### config.mk
export PLATFORM = sky130hd
export DESIGN_NAME = heartbeat_lru_failover_dispatcher
export DESIGN_NICKNAME = d
export VERILOG_FILES = /design/src/rtl/hlfd_pkg.sv /design/src/rtl/heartbeat_lru_failover_dispatcher.sv /design/src/rtl/hlfd_ctrl.sv /design/src/rtl/hlfd_datapath.sv
export SDC_FILE = /design/constraint.sdc
export NUM_CORES = 1
export LEC_CHECK = 0
export ABC_CLOCK_PERIOD_IN_PS = 9550
export BUFFER_PORTS_ARGS = -buffer_cell sky130_fd_sc_hd__buf_2
export CAP_MARGIN = 20
export CORE_MARGIN = 4
export CORE_UTILIZATION = 40
export CTS_CLUSTER_SIZE = 12
export DETAILED_ROUTE_END_ITERATION = 10
export HOLD_SLACK_MARGIN = 0.03
export MAX_ROUTING_LAYER = met4
export PLACE_DENSITY = 0.58
export SYNTH_ARGS = -nofsm -noshare
export SYNTH_HDL_FRONTEND = slang
export SYNTH_SLANG_ARGS = --single-unit
### constraint.sdc
create_clock -name clk -period 9.55 [get_ports clk]
set_input_delay 2.865 -clock clk [delete_from_list [all_inputs] [get_ports clk]]
set_output_delay 2.865 -clock clk [all_outputs]
set_load 0.02 [all_outputs]
### src/rtl/hlfd_pkg.sv
// shared types, codes and helpers of the heartbeat lru failover dispatcher
package hlfd_pkg;

  localparam int TIME_W = 48;
  localparam int REG_W  = 24;
  localparam int TAG_W  = 16;
  localparam int CFG_IDX_W = 2;

  // event codes
  localparam logic [2:0] ACT_TICK    = 3'd0;
  localparam logic [2:0] ACT_CONNECT = 3'd1;
  localparam logic [2:0] ACT_HBEAT   = 3'd2;
  localparam logic [2:0] ACT_REPLY   = 3'd3;
  localparam logic [2:0] ACT_REQUEST = 3'd4;

  // result codes
  localparam logic [2:0] KIND_HBEAT   = 3'd0;
  localparam logic [2:0] KIND_FORWARD = 3'd1;
  localparam logic [2:0] KIND_REPLY   = 3'd2;
  localparam logic [2:0] KIND_ACK     = 3'd3;
  localparam logic [2:0] KIND_REJECT  = 3'd4;

  // register indexes
  localparam logic [CFG_IDX_W-1:0] CFG_HB_PERIOD = 2'd0;
  localparam logic [CFG_IDX_W-1:0] CFG_REPLY_TO  = 2'd1;

  localparam logic [REG_W-1:0] HB_PERIOD_RST = 24'd500000;
  localparam logic [REG_W-1:0] REPLY_TO_RST  = 24'd2000000;

  typedef struct packed {
    logic [2:0]        action;
    logic [2:0]        server_slot;
    logic [TAG_W-1:0]  request_tag;
    logic [TIME_W-1:0] now_time;
  } in_item_t;

  typedef struct packed {
    logic [2:0]       kind;
    logic [2:0]       target_slot;
    logic [TAG_W-1:0] out_tag;
    logic             last;
  } out_item_t;

  typedef enum logic [2:0] {
    ST_IDLE,
    ST_EVENT,
    ST_BEAT,
    ST_EXPIRE,
    ST_FORWARD,
    ST_FLUSH
  } state_t;

  typedef struct packed {
    logic load;
    logic event_go;
    logic beat;
    logic expire;
    logic forward;
    logic flush;
  } ctrl_cmd_t;

  typedef struct packed {
    logic beat_due;
    logic beat_last;
    logic expire_done;
  } dp_stat_t;

  // time plus register value, saturating at the top of the time range
  function automatic logic [TIME_W-1:0] sat_add(input logic [TIME_W-1:0] a,
                                                input logic [REG_W-1:0] b);
    logic [TIME_W:0] s;
    s = {1'b0, a} + {{(TIME_W+1-REG_W){1'b0}}, b};
    return s[TIME_W] ? {TIME_W{1'b1}} : s[TIME_W-1:0];
  endfunction

endpackage

### src/rtl/heartbeat_lru_failover_dispatcher.sv
// top level of the heartbeat supervised lru request dispatcher
// Usage:
//   Input channel: present an event on in_item with start high; it is taken
//   at a clock edge where start is high and busy is low. busy stays high
//   until all results of that event have been issued.
//   Result channel: every result is on out_item for one cycle with
//   out_strobe high; the receiver must take it, there is no back-pressure.
//   The final result of an event has out_item.last set; an event may give
//   no result at all.
//   Configuration: cfg_valid with cfg_index and cfg_data writes a register
//   (0 heartbeat period, 1 reply timeout); cfg_ready is always high. Write
//   only while busy is low.
//   Timing: busy stays high through the event step, a heartbeat fan-out over
//   all slots when one is due, the expiry walk dropping expired servers one by
//   one (up to 8), the forward step and the flush step; no new event is taken
//   before then. A result waits for the next one or the flush; the final one
//   is on out_item in the first cycle with busy low.
//   Reset: synchronous, active low; no servers, no request, a beat due at
//   once, registers at their default values.
module heartbeat_lru_failover_dispatcher
  import hlfd_pkg::*;
#(
  parameter int SERVER_SLOTS = 8
) (
  input  logic                 clk,
  input  logic                 rst_n,
  input  logic                 start,
  output logic                 busy,
  input  in_item_t             in_item,
  output logic                 out_strobe,
  output out_item_t            out_item,
  input  logic                 cfg_valid,
  output logic                 cfg_ready,
  input  logic [CFG_IDX_W-1:0] cfg_index,
  input  logic [REG_W-1:0]     cfg_data
);

  ctrl_cmd_t cmd;
  dp_stat_t  stat;

  assign cfg_ready = 1'b1;

  // sequencer
  hlfd_ctrl u_ctrl (
    .clk   (clk),
    .rst_n (rst_n),
    .start (start),
    .busy  (busy),
    .stat  (stat),
    .cmd   (cmd)
  );

  // datapath
  hlfd_datapath #(
    .SERVER_SLOTS (SERVER_SLOTS)
  ) u_datapath (
    .clk        (clk),
    .rst_n      (rst_n),
    .cmd        (cmd),
    .stat       (stat),
    .in_item    (in_item),
    .cfg_we     (cfg_valid & cfg_ready),
    .cfg_index  (cfg_index),
    .cfg_data   (cfg_data),
    .out_strobe (out_strobe),
    .out_item   (out_item)
  );

endmodule

### src/rtl/hlfd_ctrl.sv
// sequencing state machine of the dispatcher
module hlfd_ctrl
  import hlfd_pkg::*;
(
  input  logic      clk,
  input  logic      rst_n,
  input  logic      start,
  output logic      busy,
  input  dp_stat_t  stat,
  output ctrl_cmd_t cmd
);

  state_t state_r, state_nxt;

  always_ff @(posedge clk) begin
    if (!rst_n) begin
      state_r <= ST_IDLE;
    end else begin
      state_r <= state_nxt;
    end
  end

  // next state
  always_comb begin
    state_nxt = state_r;
    unique case (state_r)
      ST_IDLE:    if (start) state_nxt = ST_EVENT;
      ST_EVENT:   state_nxt = stat.beat_due ? ST_BEAT : ST_EXPIRE;
      ST_BEAT:    if (stat.beat_last) state_nxt = ST_EXPIRE;
      ST_EXPIRE:  if (stat.expire_done) state_nxt = ST_FORWARD;
      ST_FORWARD: state_nxt = ST_FLUSH;
      ST_FLUSH:   state_nxt = ST_IDLE;
      default:    state_nxt = ST_IDLE;
    endcase
  end

  // commands
  always_comb begin
    cmd  = '0;
    busy = 1'b1;
    unique case (state_r)
      ST_IDLE: begin
        busy     = 1'b0;
        cmd.load = start;
      end
      ST_EVENT:   cmd.event_go = 1'b1;
      ST_BEAT:    cmd.beat     = 1'b1;
      ST_EXPIRE:  cmd.expire   = 1'b1;
      ST_FORWARD: cmd.forward  = 1'b1;
      ST_FLUSH:   cmd.flush    = 1'b1;
      default:    cmd = '0;
    endcase
  end

endmodule

### src/rtl/hlfd_datapath.sv
// server state, queues, deadlines and result staging of the dispatcher
module hlfd_datapath
  import hlfd_pkg::*;
#(
  parameter int SERVER_SLOTS = 8
) (
  input  logic                 clk,
  input  logic                 rst_n,
  input  ctrl_cmd_t            cmd,
  output dp_stat_t             stat,
  input  in_item_t             in_item,
  input  logic                 cfg_we,
  input  logic [CFG_IDX_W-1:0] cfg_index,
  input  logic [REG_W-1:0]     cfg_data,
  output logic                 out_strobe,
  output out_item_t            out_item
);

  localparam int NS   = (SERVER_SLOTS < 8) ? SERVER_SLOTS : 8;
  localparam int IDXW = $clog2(NS);
  localparam int CNTW = $clog2(NS + 1);
  localparam logic [CNTW-1:0] NS_C = CNTW'(NS);

  // configuration
  logic [REG_W-1:0] hb_period_r, reply_to_r;

  // control state
  logic [NS-1:0]     conn_r, conn_nxt;
  logic [NS-1:0]     alive_r, alive_nxt;
  logic [CNTW-1:0]   lru_cnt_r, lru_cnt_nxt;
  logic [CNTW-1:0]   live_cnt_r, live_cnt_nxt;
  logic              busy_v_r, busy_v_nxt;
  logic [IDXW-1:0]   busy_slot_r, busy_slot_nxt;
  logic [TIME_W-1:0] ans_r, ans_nxt;
  logic [TIME_W-1:0] next_beat_r, next_beat_nxt;
  logic              pend_r, pend_nxt;
  logic [TAG_W-1:0]  ptag_r, ptag_nxt;
  logic [IDXW-1:0]   beat_cnt_r, beat_cnt_nxt;
  logic              hold_v_r, hold_v_nxt;
  logic              ostb_r, ostb_nxt;

  // payload state
  in_item_t          item_r, item_nxt;
  logic [IDXW-1:0]   lru_r  [NS];
  logic [IDXW-1:0]   lru_nxt [NS];
  logic [IDXW-1:0]   live_r [NS];
  logic [IDXW-1:0]   live_nxt [NS];
  logic [TIME_W-1:0] dl_r   [NS];
  logic [TIME_W-1:0] dl_nxt [NS];
  out_item_t         hold_r, hold_nxt;
  out_item_t         oitem_r, oitem_nxt;

  // shared decode
  logic [TIME_W-1:0] now;
  logic              sok;
  logic [IDXW-1:0]   sidx;
  logic [IDXW-1:0]   head_live;
  logic              expire_hit;
  logic              emit_v;
  out_item_t         emit_item;

  assign now        = item_r.now_time;
  assign sok        = int'(item_r.server_slot) < SERVER_SLOTS;
  assign sidx       = item_r.server_slot[IDXW-1:0];
  assign head_live  = live_r[0];
  assign expire_hit = (live_cnt_r != '0) && (now >= dl_r[head_live]);

  assign stat.beat_due    = now >= next_beat_r;
  assign stat.beat_last   = int'(beat_cnt_r) == NS - 1;
  assign stat.expire_done = !expire_hit;

  // next state of everything
  always_comb begin
    logic            found;
    logic [IDXW-1:0] pos;
    logic [CNTW-1:0] cnt_tmp;
    logic            beff;
    logic [IDXW-1:0] lhead;

    found = 1'b0;
    pos = '0;
    cnt_tmp = '0;
    beff = 1'b0;
    lhead = lru_r[0];

    conn_nxt = conn_r;
    alive_nxt = alive_r;
    lru_cnt_nxt = lru_cnt_r;
    live_cnt_nxt = live_cnt_r;
    busy_v_nxt = busy_v_r;
    busy_slot_nxt = busy_slot_r;
    ans_nxt = ans_r;
    next_beat_nxt = next_beat_r;
    pend_nxt = pend_r;
    ptag_nxt = ptag_r;
    beat_cnt_nxt = beat_cnt_r;
    hold_v_nxt = hold_v_r;
    ostb_nxt = 1'b0;
    item_nxt = item_r;
    lru_nxt = lru_r;
    live_nxt = live_r;
    dl_nxt = dl_r;
    hold_nxt = hold_r;
    oitem_nxt = oitem_r;
    emit_v = 1'b0;
    emit_item = '0;

    if (cmd.load) begin
      item_nxt = in_item;
    end

    // event handling
    if (cmd.event_go) begin
      if (stat.beat_due) begin
        next_beat_nxt = sat_add(now, hb_period_r);
        beat_cnt_nxt = '0;
      end
      unique case (item_r.action)
        ACT_CONNECT: begin
          if (sok) begin
            conn_nxt[sidx] = 1'b1;
            emit_v = 1'b1;
            emit_item.kind = KIND_ACK;
            emit_item.target_slot = item_r.server_slot;
          end
        end
        ACT_HBEAT: begin
          if (sok && conn_r[sidx]) begin
            cnt_tmp = live_cnt_r;
            if (alive_r[sidx]) begin
              for (int i = 0; i < NS; i++) begin
                if (!found && CNTW'(i) < live_cnt_r && live_r[i] == sidx) begin
                  found = 1'b1;
                  pos = IDXW'(i);
                end
              end
              for (int i = 0; i < NS - 1; i++) begin
                if (found && i >= int'(pos)) live_nxt[i] = live_r[i+1];
              end
              if (found) cnt_tmp = live_cnt_r - 1'b1;
            end else begin
              if (lru_cnt_r < NS_C) begin
                lru_nxt[lru_cnt_r[IDXW-1:0]] = sidx;
                lru_cnt_nxt = lru_cnt_r + 1'b1;
              end
              alive_nxt[sidx] = 1'b1;
            end
            dl_nxt[sidx] = sat_add(now, hb_period_r);
            if (cnt_tmp < NS_C) begin
              live_nxt[cnt_tmp[IDXW-1:0]] = sidx;
              cnt_tmp = cnt_tmp + 1'b1;
            end
            live_cnt_nxt = cnt_tmp;
          end
        end
        ACT_REPLY: begin
          if (sok && conn_r[sidx] && busy_v_r && busy_slot_r == sidx) begin
            emit_v = 1'b1;
            emit_item.kind = KIND_REPLY;
            emit_item.target_slot = item_r.server_slot;
            emit_item.out_tag = ptag_r;
            pend_nxt = 1'b0;
            ptag_nxt = '0;
            busy_v_nxt = 1'b0;
          end
        end
        ACT_REQUEST: begin
          if (pend_r) begin
            emit_v = 1'b1;
            emit_item.kind = KIND_REJECT;
            emit_item.out_tag = item_r.request_tag;
          end else begin
            pend_nxt = 1'b1;
            ptag_nxt = item_r.request_tag;
          end
        end
        default: begin
        end
      endcase
    end

    // heartbeat fan-out, one slot a cycle
    if (cmd.beat) begin
      if (conn_r[beat_cnt_r]) begin
        emit_v = 1'b1;
        emit_item.kind = KIND_HBEAT;
        emit_item.target_slot = 3'(beat_cnt_r);
      end
      if (!stat.beat_last) beat_cnt_nxt = beat_cnt_r + 1'b1;
    end

    // expiry walk, one live head a cycle
    if (cmd.expire && expire_hit) begin
      for (int i = 0; i < NS - 1; i++) live_nxt[i] = live_r[i+1];
      live_cnt_nxt = live_cnt_r - 1'b1;
      alive_nxt[head_live] = 1'b0;
      for (int i = 0; i < NS; i++) begin
        if (!found && CNTW'(i) < lru_cnt_r && lru_r[i] == head_live) begin
          found = 1'b1;
          pos = IDXW'(i);
        end
      end
      for (int i = 0; i < NS - 1; i++) begin
        if (found && i >= int'(pos)) lru_nxt[i] = lru_r[i+1];
      end
      if (found) lru_cnt_nxt = lru_cnt_r - 1'b1;
    end

    // reply timeout and forward to least recently used server
    if (cmd.forward) begin
      beff = busy_v_r && !(now >= ans_r);
      busy_v_nxt = beff;
      if (pend_r && !beff && lru_cnt_r != '0) begin
        emit_v = 1'b1;
        emit_item.kind = KIND_FORWARD;
        emit_item.target_slot = 3'(lhead);
        emit_item.out_tag = ptag_r;
        busy_v_nxt = 1'b1;
        busy_slot_nxt = lhead;
        ans_nxt = sat_add(now, reply_to_r);
        for (int i = 0; i < NS - 1; i++) begin
          if (CNTW'(i + 1) < lru_cnt_r) lru_nxt[i] = lru_r[i+1];
        end
        lru_nxt[IDXW'(lru_cnt_r - 1'b1)] = lhead;
      end
    end

    // one result held back so the final one can be marked
    if (emit_v) begin
      if (hold_v_r) begin
        ostb_nxt = 1'b1;
        oitem_nxt = hold_r;
        oitem_nxt.last = 1'b0;
      end
      hold_nxt = emit_item;
      hold_v_nxt = 1'b1;
    end
    if (cmd.flush && hold_v_r) begin
      ostb_nxt = 1'b1;
      oitem_nxt = hold_r;
      oitem_nxt.last = 1'b1;
      hold_v_nxt = 1'b0;
    end
  end

  // control registers
  always_ff @(posedge clk) begin
    if (!rst_n) begin
      hb_period_r <= HB_PERIOD_RST;
      reply_to_r  <= REPLY_TO_RST;
      conn_r      <= '0;
      alive_r     <= '0;
      lru_cnt_r   <= '0;
      live_cnt_r  <= '0;
      busy_v_r    <= 1'b0;
      busy_slot_r <= '0;
      ans_r       <= '0;
      next_beat_r <= '0;
      pend_r      <= 1'b0;
      ptag_r      <= '0;
      beat_cnt_r  <= '0;
      hold_v_r    <= 1'b0;
      ostb_r      <= 1'b0;
    end else begin
      if (cfg_we && cfg_index == CFG_HB_PERIOD) hb_period_r <= cfg_data;
      if (cfg_we && cfg_index == CFG_REPLY_TO) reply_to_r <= cfg_data;
      conn_r      <= conn_nxt;
      alive_r     <= alive_nxt;
      lru_cnt_r   <= lru_cnt_nxt;
      live_cnt_r  <= live_cnt_nxt;
      busy_v_r    <= busy_v_nxt;
      busy_slot_r <= busy_slot_nxt;
      ans_r       <= ans_nxt;
      next_beat_r <= next_beat_nxt;
      pend_r      <= pend_nxt;
      ptag_r      <= ptag_nxt;
      beat_cnt_r  <= beat_cnt_nxt;
      hold_v_r    <= hold_v_nxt;
      ostb_r      <= ostb_nxt;
    end
  end

  // payload registers
  always_ff @(posedge clk) begin
    item_r  <= item_nxt;
    lru_r   <= lru_nxt;
    live_r  <= live_nxt;
    dl_r    <= dl_nxt;
    hold_r  <= hold_nxt;
    oitem_r <= oitem_nxt;
  end

  assign out_strobe = ostb_r;
  assign out_item   = oitem_r;

endmodule

# Word-level counts from Yosys, hierarchy flattened
# Cells that the tools add are included.
# op_classes
addsub,7
n_mul,0
n_div,0
order_cmp,49
eq_ne,33
shifts,0
muxes,235
bitwise,10
n_reduce_logical,104
# op_table
cell,count
384-bit bitwise mux,1
24-bit two-way mux,11
48-bit two-way mux,5
3-bit two-way mux,67
21-bit two-way mux,7
48-bit binary-select mux with 3-bit select,1
48-bit demux with 3-bit select,1
48-bit greater-or-equal comparator,3
48-bit by 24-bit adder with 49-bit output,2
1-bit two-way mux,89
24-bit bitwise mux,3
23-bit two-way mux,3
4-bit two-way mux,17
22-bit two-way mux,3
16-bit one-hot mux with 2 select lines,2
1-bit logical AND,61
3-bit equality test,17
16-bit two-way mux,3
8-bit two-way mux,5
3-bit by 4-bit less-than comparator with 1-bit output (first input constant),8
3-bit demux with 3-bit select,3
4-bit greater-or-equal comparator (second input constant),5
3-bit NOT with 4-bit output,5
3-bit greater-or-equal comparator (first input constant),6
other kinds (39),110
# totals
register_bits,744
latchBits,0
ramBits,0
romBits,0
in_bits,100
out_inout_bits,26
elab_cells,489
n_memories,0

# Logic depth before layout (Yosys ltp)
# depth
word_depth,117
mapped_depth,19

# By module
# A second synthesis with hierarchy kept.
# hier_totals
hier_cells,3092
hier_area_um2,35881.9
# by_module_without_submodules
module,n_inst,cells_each,area_each_um2,seq_area_each_um2
hlfd_datapath,1,3058,35616.7,20089.3
hlfd_ctrl,1,32,254.0,60.1
heartbeat_lru_failover_dispatcher,1,2,11.3,0.0

# Worst setup path after synthesis
# No wires, ideal clock.
# synth_path
path_type,input port to flip-flop
startpoint,input start
endpoint,register u_datapath.item_r[48] in the netlist's numbering (enable)
arrival_time_ns,5.805
required_time_ns,9.051
slack_ns,3.246
stages,2
path_buffers,0
cell_sequence,inv_1 -> nor2_1
# synth_lines
element,line,rtl
start: declaration,heartbeat_lru_failover_dispatcher.sv:27,"input logic start,"
end signal: assignment,hlfd_datapath.sv:285,item_r <= item_nxt;
end: declaration,hlfd_datapath.sv:43,"in_item_t item_r, item_nxt;"

# Final worst setup path
# layout_path
startpoint,register u_datapath.live_r (netlist bit u_datapath.head_live[0])
endpoint,register u_datapath.lru_cnt_r[3]
# layout_between
elab_chain_cells,109
elab_cells_between_ends,124
cone_classes,order compare: 1; eq/ne: 9; mux: 65; bitwise: 1; reduce/logical: 48
# layout_rtl
element,line,rtl
start: declaration,hlfd_datapath.sv:46,logic [IDXW-1:0] live_r [NS];
start signal: assignment,hlfd_datapath.sv:287,live_r <= live_nxt;
3-bit equality test,hlfd_datapath.sv:132,if (!found && CNTW'(i) < live_cnt_r && live_r[i] == sidx) begin
1-bit logical AND,hlfd_datapath.sv:132,
1-bit two-way mux,hlfd_datapath.sv:132,
1-bit two-way mux,hlfd_datapath.sv:130,if (alive_r[sidx]) begin
1-bit two-way mux,hlfd_datapath.sv:128,if (sok && conn_r[sidx]) begin
1-bit two-way mux,hlfd_datapath.sv:118,unique case (item_r.action)
1-bit two-way mux,hlfd_datapath.sv:113,if (cmd.event_go) begin
1-bit logical NOT,hlfd_datapath.sv:132,
(+92 left out),n/a,
1-bit two-way mux,hlfd_datapath.sv:198,if (!found && CNTW'(i) < lru_cnt_r && lru_r[i] == head_live) begin
1-bit two-way mux,hlfd_datapath.sv:193,if (cmd.expire && expire_hit) begin
1-bit logical NOT,hlfd_datapath.sv:198,
1-bit logical AND (2 in a row),hlfd_datapath.sv:198,
1-bit two-way mux,hlfd_datapath.sv:198,
1-bit two-way mux,hlfd_datapath.sv:193,
4-bit two-way mux,hlfd_datapath.sv:206,if (found) lru_cnt_nxt = lru_cnt_r - 1'b1;
4-bit two-way mux (*),hlfd_datapath.sv:193,
end signal: assignment,hlfd_datapath.sv:269,lru_cnt_r <= lru_cnt_nxt;
end: declaration,hlfd_datapath.sv:30,"logic [CNTW-1:0] lru_cnt_r, lru_cnt_nxt;"
# Mark *: on every way between the ends. The rest lies on a longest branch, timed or not. The select of a mux whose other input is x is not followed.
# A chain may end at the register's enable or synchronous reset.

==> results.py <==
metrics = {
    "route": {
        "routedWlPerCell_um": 21.95,
        "drc_errors": 0,
        "vias": 25150,
        "ant_nets": 0,
        "routed_via_density": 5.663,
        "drt_iter0_markers": 1949,
        "drt-total-wl_um": 97490,
        "drt-pass1-iter-count": 5,
    },
    "place": {
        "hpwl_um": 63170,
        "dpl-instance-area_um2": 37760,
        "port_buffers": 124,
        "place_congestion": 0.8708,
    },
    "logic_synthesis": {
        "seq_area_frac_synth": 0.5608,
        "syn-mean-instance-area_um2": 11.45,
        "synth_seq_cells": 744,
        "synthCells": 3137,
        "synth_edf_count": 525,
        "synth_top_area_cell": "edfxtp_1",
        "async_reset_ff_frac": 0,
        "ys_warn_count": 0,
        "synth_area_leaders": "edfxtp_1, dfxtp_1, ha_1",
        "netlist_top_cells_count": "edfxtp_1, nand2_1, dfxtp_1, ha_1, a21oi_1",
        "synth.distinct_cells": 97,
        "synthesis.nets": 3441,
        "netlist.area_leader.share": 0.4388,
        "synth_most_common_cell": "edfxtp_1",
        "synth_ff_type": "edfxtp_1",
        "netlist_area_um2": 35930,
    },
    "setup_path": {
        "critPathArrivalTime_ns": 6.99,
        "critPathMaxFanout": 43,
        "critPathLaunchType": "register",
        "crit_start": "u_datapath.head_live[0]",
        "required_ns": 10.10,
        "r2r_start": "u_datapath.head_live[0]",
        "cp-end-kind": "register",
        "path_class": "reg2reg",
    },
    "clock_network": {
        "cts_resized": 0,
        "hold_buffers": 0,
        "cts_root_buffer": "clkbuf_16",
        "cts_sinks": 744,
        "post_cts_buffers": 0,
        "clock_latency_ns": 0.64,
        "htree_levels": 3,
        "cts_tree": "done",
        "cts_made_buffers": 79,
        "path_clk_slew_ns": 0.06,
        "clk_path_buf_depth": 3,
    },
    "floorplan": {
        "initial_core_util": 0.4047,
        "core_um2": 88780,
        "io_pins": 126,
        "die_height_um": 307.7,
        "std_cell_rows": 109,
        "dieArea_um2": 94690,
        "die_x_um": 307.7,
    },
    "timing": {
        "hold_viol": 0,
        "max_freq_ghz": 0.1551,
        "post-route-period-util": 0.6750,
        "finClkSkew_ns": 0.03212,
        "slew_violations": 0,
        "finalSetupViolCount": 0,
        "fin_crit_ns": 6.446,
        "rsz0062_at_grt": "no",
        "worst_pin_slew_ns": 1.060,
        "setup_tns_ns": 0,
        "slew-limit-headroom": 0.2934,
    },
    "worst_hold_path": {
        "hold_path_class": "reg2reg",
        "min-delay-start": "u_datapath.ptag_r[14]",
    },
    "cells_and_area": {
        "regArea_um2": 20150,
        "final_nets": 3519,
        "multiInputGateArea_um2": 14730,
        "syn2layout_area_growth_pct": 12.00,
        "drive_gt1_frac": 0.1102,
        "num-fill-cells": 8244,
        "final_area_um2": 40240,
    },
    "status": {
        "status": "finished clean",
    },
    "power": {
        "power_density_nw_per_um2": 182.9,
        "ir_drop_uv": 126.9,
        "p_leak_nw": 14.13,
    },
    "global_route": {
        "grt_max_degree": 87,
        "antenna_found_initial": 0,
        "gr-total-overflow": 0,
        "grt_first_pass_wirelength_um": 147700,
        "grt_pass1_vias": 24240,
        "grt_use_total": 0.2078,
    },
    "flow_run": {
        "max_cap_viol_count": 0,
    },
}
==> routing by layer <==
layer / up-vias / part of all wire / track usage
met5: - / 0 / -
met4: 0 / 0.029 / 0.06159
met3: 163 / 0.051 / 0.03205
met2: 671 / 0.49 / 0.3447
met1: 12340 / 0.43 / 0.2645
li1: 11980 / - / -
==> final timing paths <==
kind	slack, ns	cells past startpoint	to
worst min-delay path	0.45	2	u_datapath.ptag_r[14]
worst max register to register	3.10	16	u_datapath.lru_cnt_r[3]
worst max-delay path	3.10	16	u_datapath.lru_cnt_r[3]
worst min register to register	0.45	2	u_datapath.ptag_r[14]
==> report_power, final <==
part           total [mW]  switching, mW  internal (mW)
combinational       0.717          0.460          0.257
sequential           3.69          0.112           3.58
clock                2.95           1.27           1.68
total                7.36           1.84           5.52
==> cells in the final DEF (no fill, tap or decap), types with 62 or more instances in the layout <==
| cell | count |
|---|---|
| inv_1 | 131 |
| dfxtp_1 | 219 |
| xnor2_1 | 70 |
| o21ai_0 | 77 |
| a221oi_1 | 94 |
| xor2_1 | 62 |
| mux2i_1 | 64 |
| edfxtp_1 | 525 |
| nand2_1 | 313 |
| a21oi_1 | 164 |
| a22o_1 | 64 |
| nand3_1 | 79 |
| a22oi_1 | 103 |
| ha_1 | 202 |
| and3_1 | 63 |
| nor2_1 | 149 |
| buf_2 | 124 |
| clkbuf_16 | 82 |
==> final cells by class <==
type / count / area share
flip-flops and latches: 744 / 0.5007
multi-input cells: 2092 / 0.3661
clock buffers: 116 / 0.05569
well taps: 1165 / 0.03622
repair buffers: 164 / 0.02366
inverters: 134 / 0.01256
clock inverters: 26 / 0.004975
diodes: 1 / 0.00006218
==> registers in the layout, summed over array words and instances, names as in the netlist, 3 cells and up <==
signal                  cells
u_datapath.conn_r           8
u_datapath.out_item        23
u_datapath.busy_slot_r      3
u_datapath.sidx             3
u_datapath.ptag_r          16
u_datapath.ans_r           48
u_datapath.reply_to_r      24
u_datapath.lru_cnt_r        4
u_datapath.hold_r          22
u_ctrl.state_r              3
u_datapath.next_beat_r     48
u_datapath.beat_cnt_r       3
u_datapath.now             48
u_datapath.head_live        3
u_datapath.alive_r          8
u_datapath.item_r          19
u_datapath.live_cnt_r       4
u_datapath.lru_r           24
u_datapath.live_r          21
u_datapath.dl_r           384
u_datapath.hb_period_r     24
==> cell families after synthesis <==
family / synth area share
xor gates and xnor gates: 0.03218
other: 0.0001044
buffers and inverters: 0.03305
adders and majority gates: 0.07146
DFF: 0.5608
muxes: 0.03162
AOI/OAI and AO/OA: 0.1541
and+or+nand+nor: 0.1167
==> critical path: stages (launching register included) <==
cell and delay [ns]:
edfxtp_1 0.90, nand2_1 0.21, nor2_4 0.79, buf_4 0.51, a22oi_1 0.15, and3_1 0.24, ha_1 0.29, nand4_1 0.12
or3_1 0.44, nor4b_1 0.77, a211oi_1 0.25, a21oi_4 0.18, buf_4 0.46, o21ai_1 0.26, nand2b_1 0.21, or4_1 0.39
a31oi_1 0.13
==> per-stage QoR <==
| step | hold slack, ns | instances | utilization | setup WS [ns] | total power [mW] |
|---|---|---|---|---|---|
| 4_1_cts | 0.4505 | 4439 | 0.4528 | 2.944 | 7.429 |
| 5_1_grt | 0.4695 | 4441 | 0.4532 | 2.892 | 7.645 |
| 3_5_place_dp | 0.4431 | 4297 | 0.4253 | 2.971 | 4.480 |
| 6_report | 0.4482 | 4442 | 0.4533 | 3.104 | 7.360 |
| 3_3_place_gp | 0.4373 | 4296 | 0.4251 | 3.128 | 4.472 |
| 2_1_floorplan | 0.4206 | 3137 | - | 3.246 | 4.211 |
Note: power is estimated with default switching activity, not from simulation.
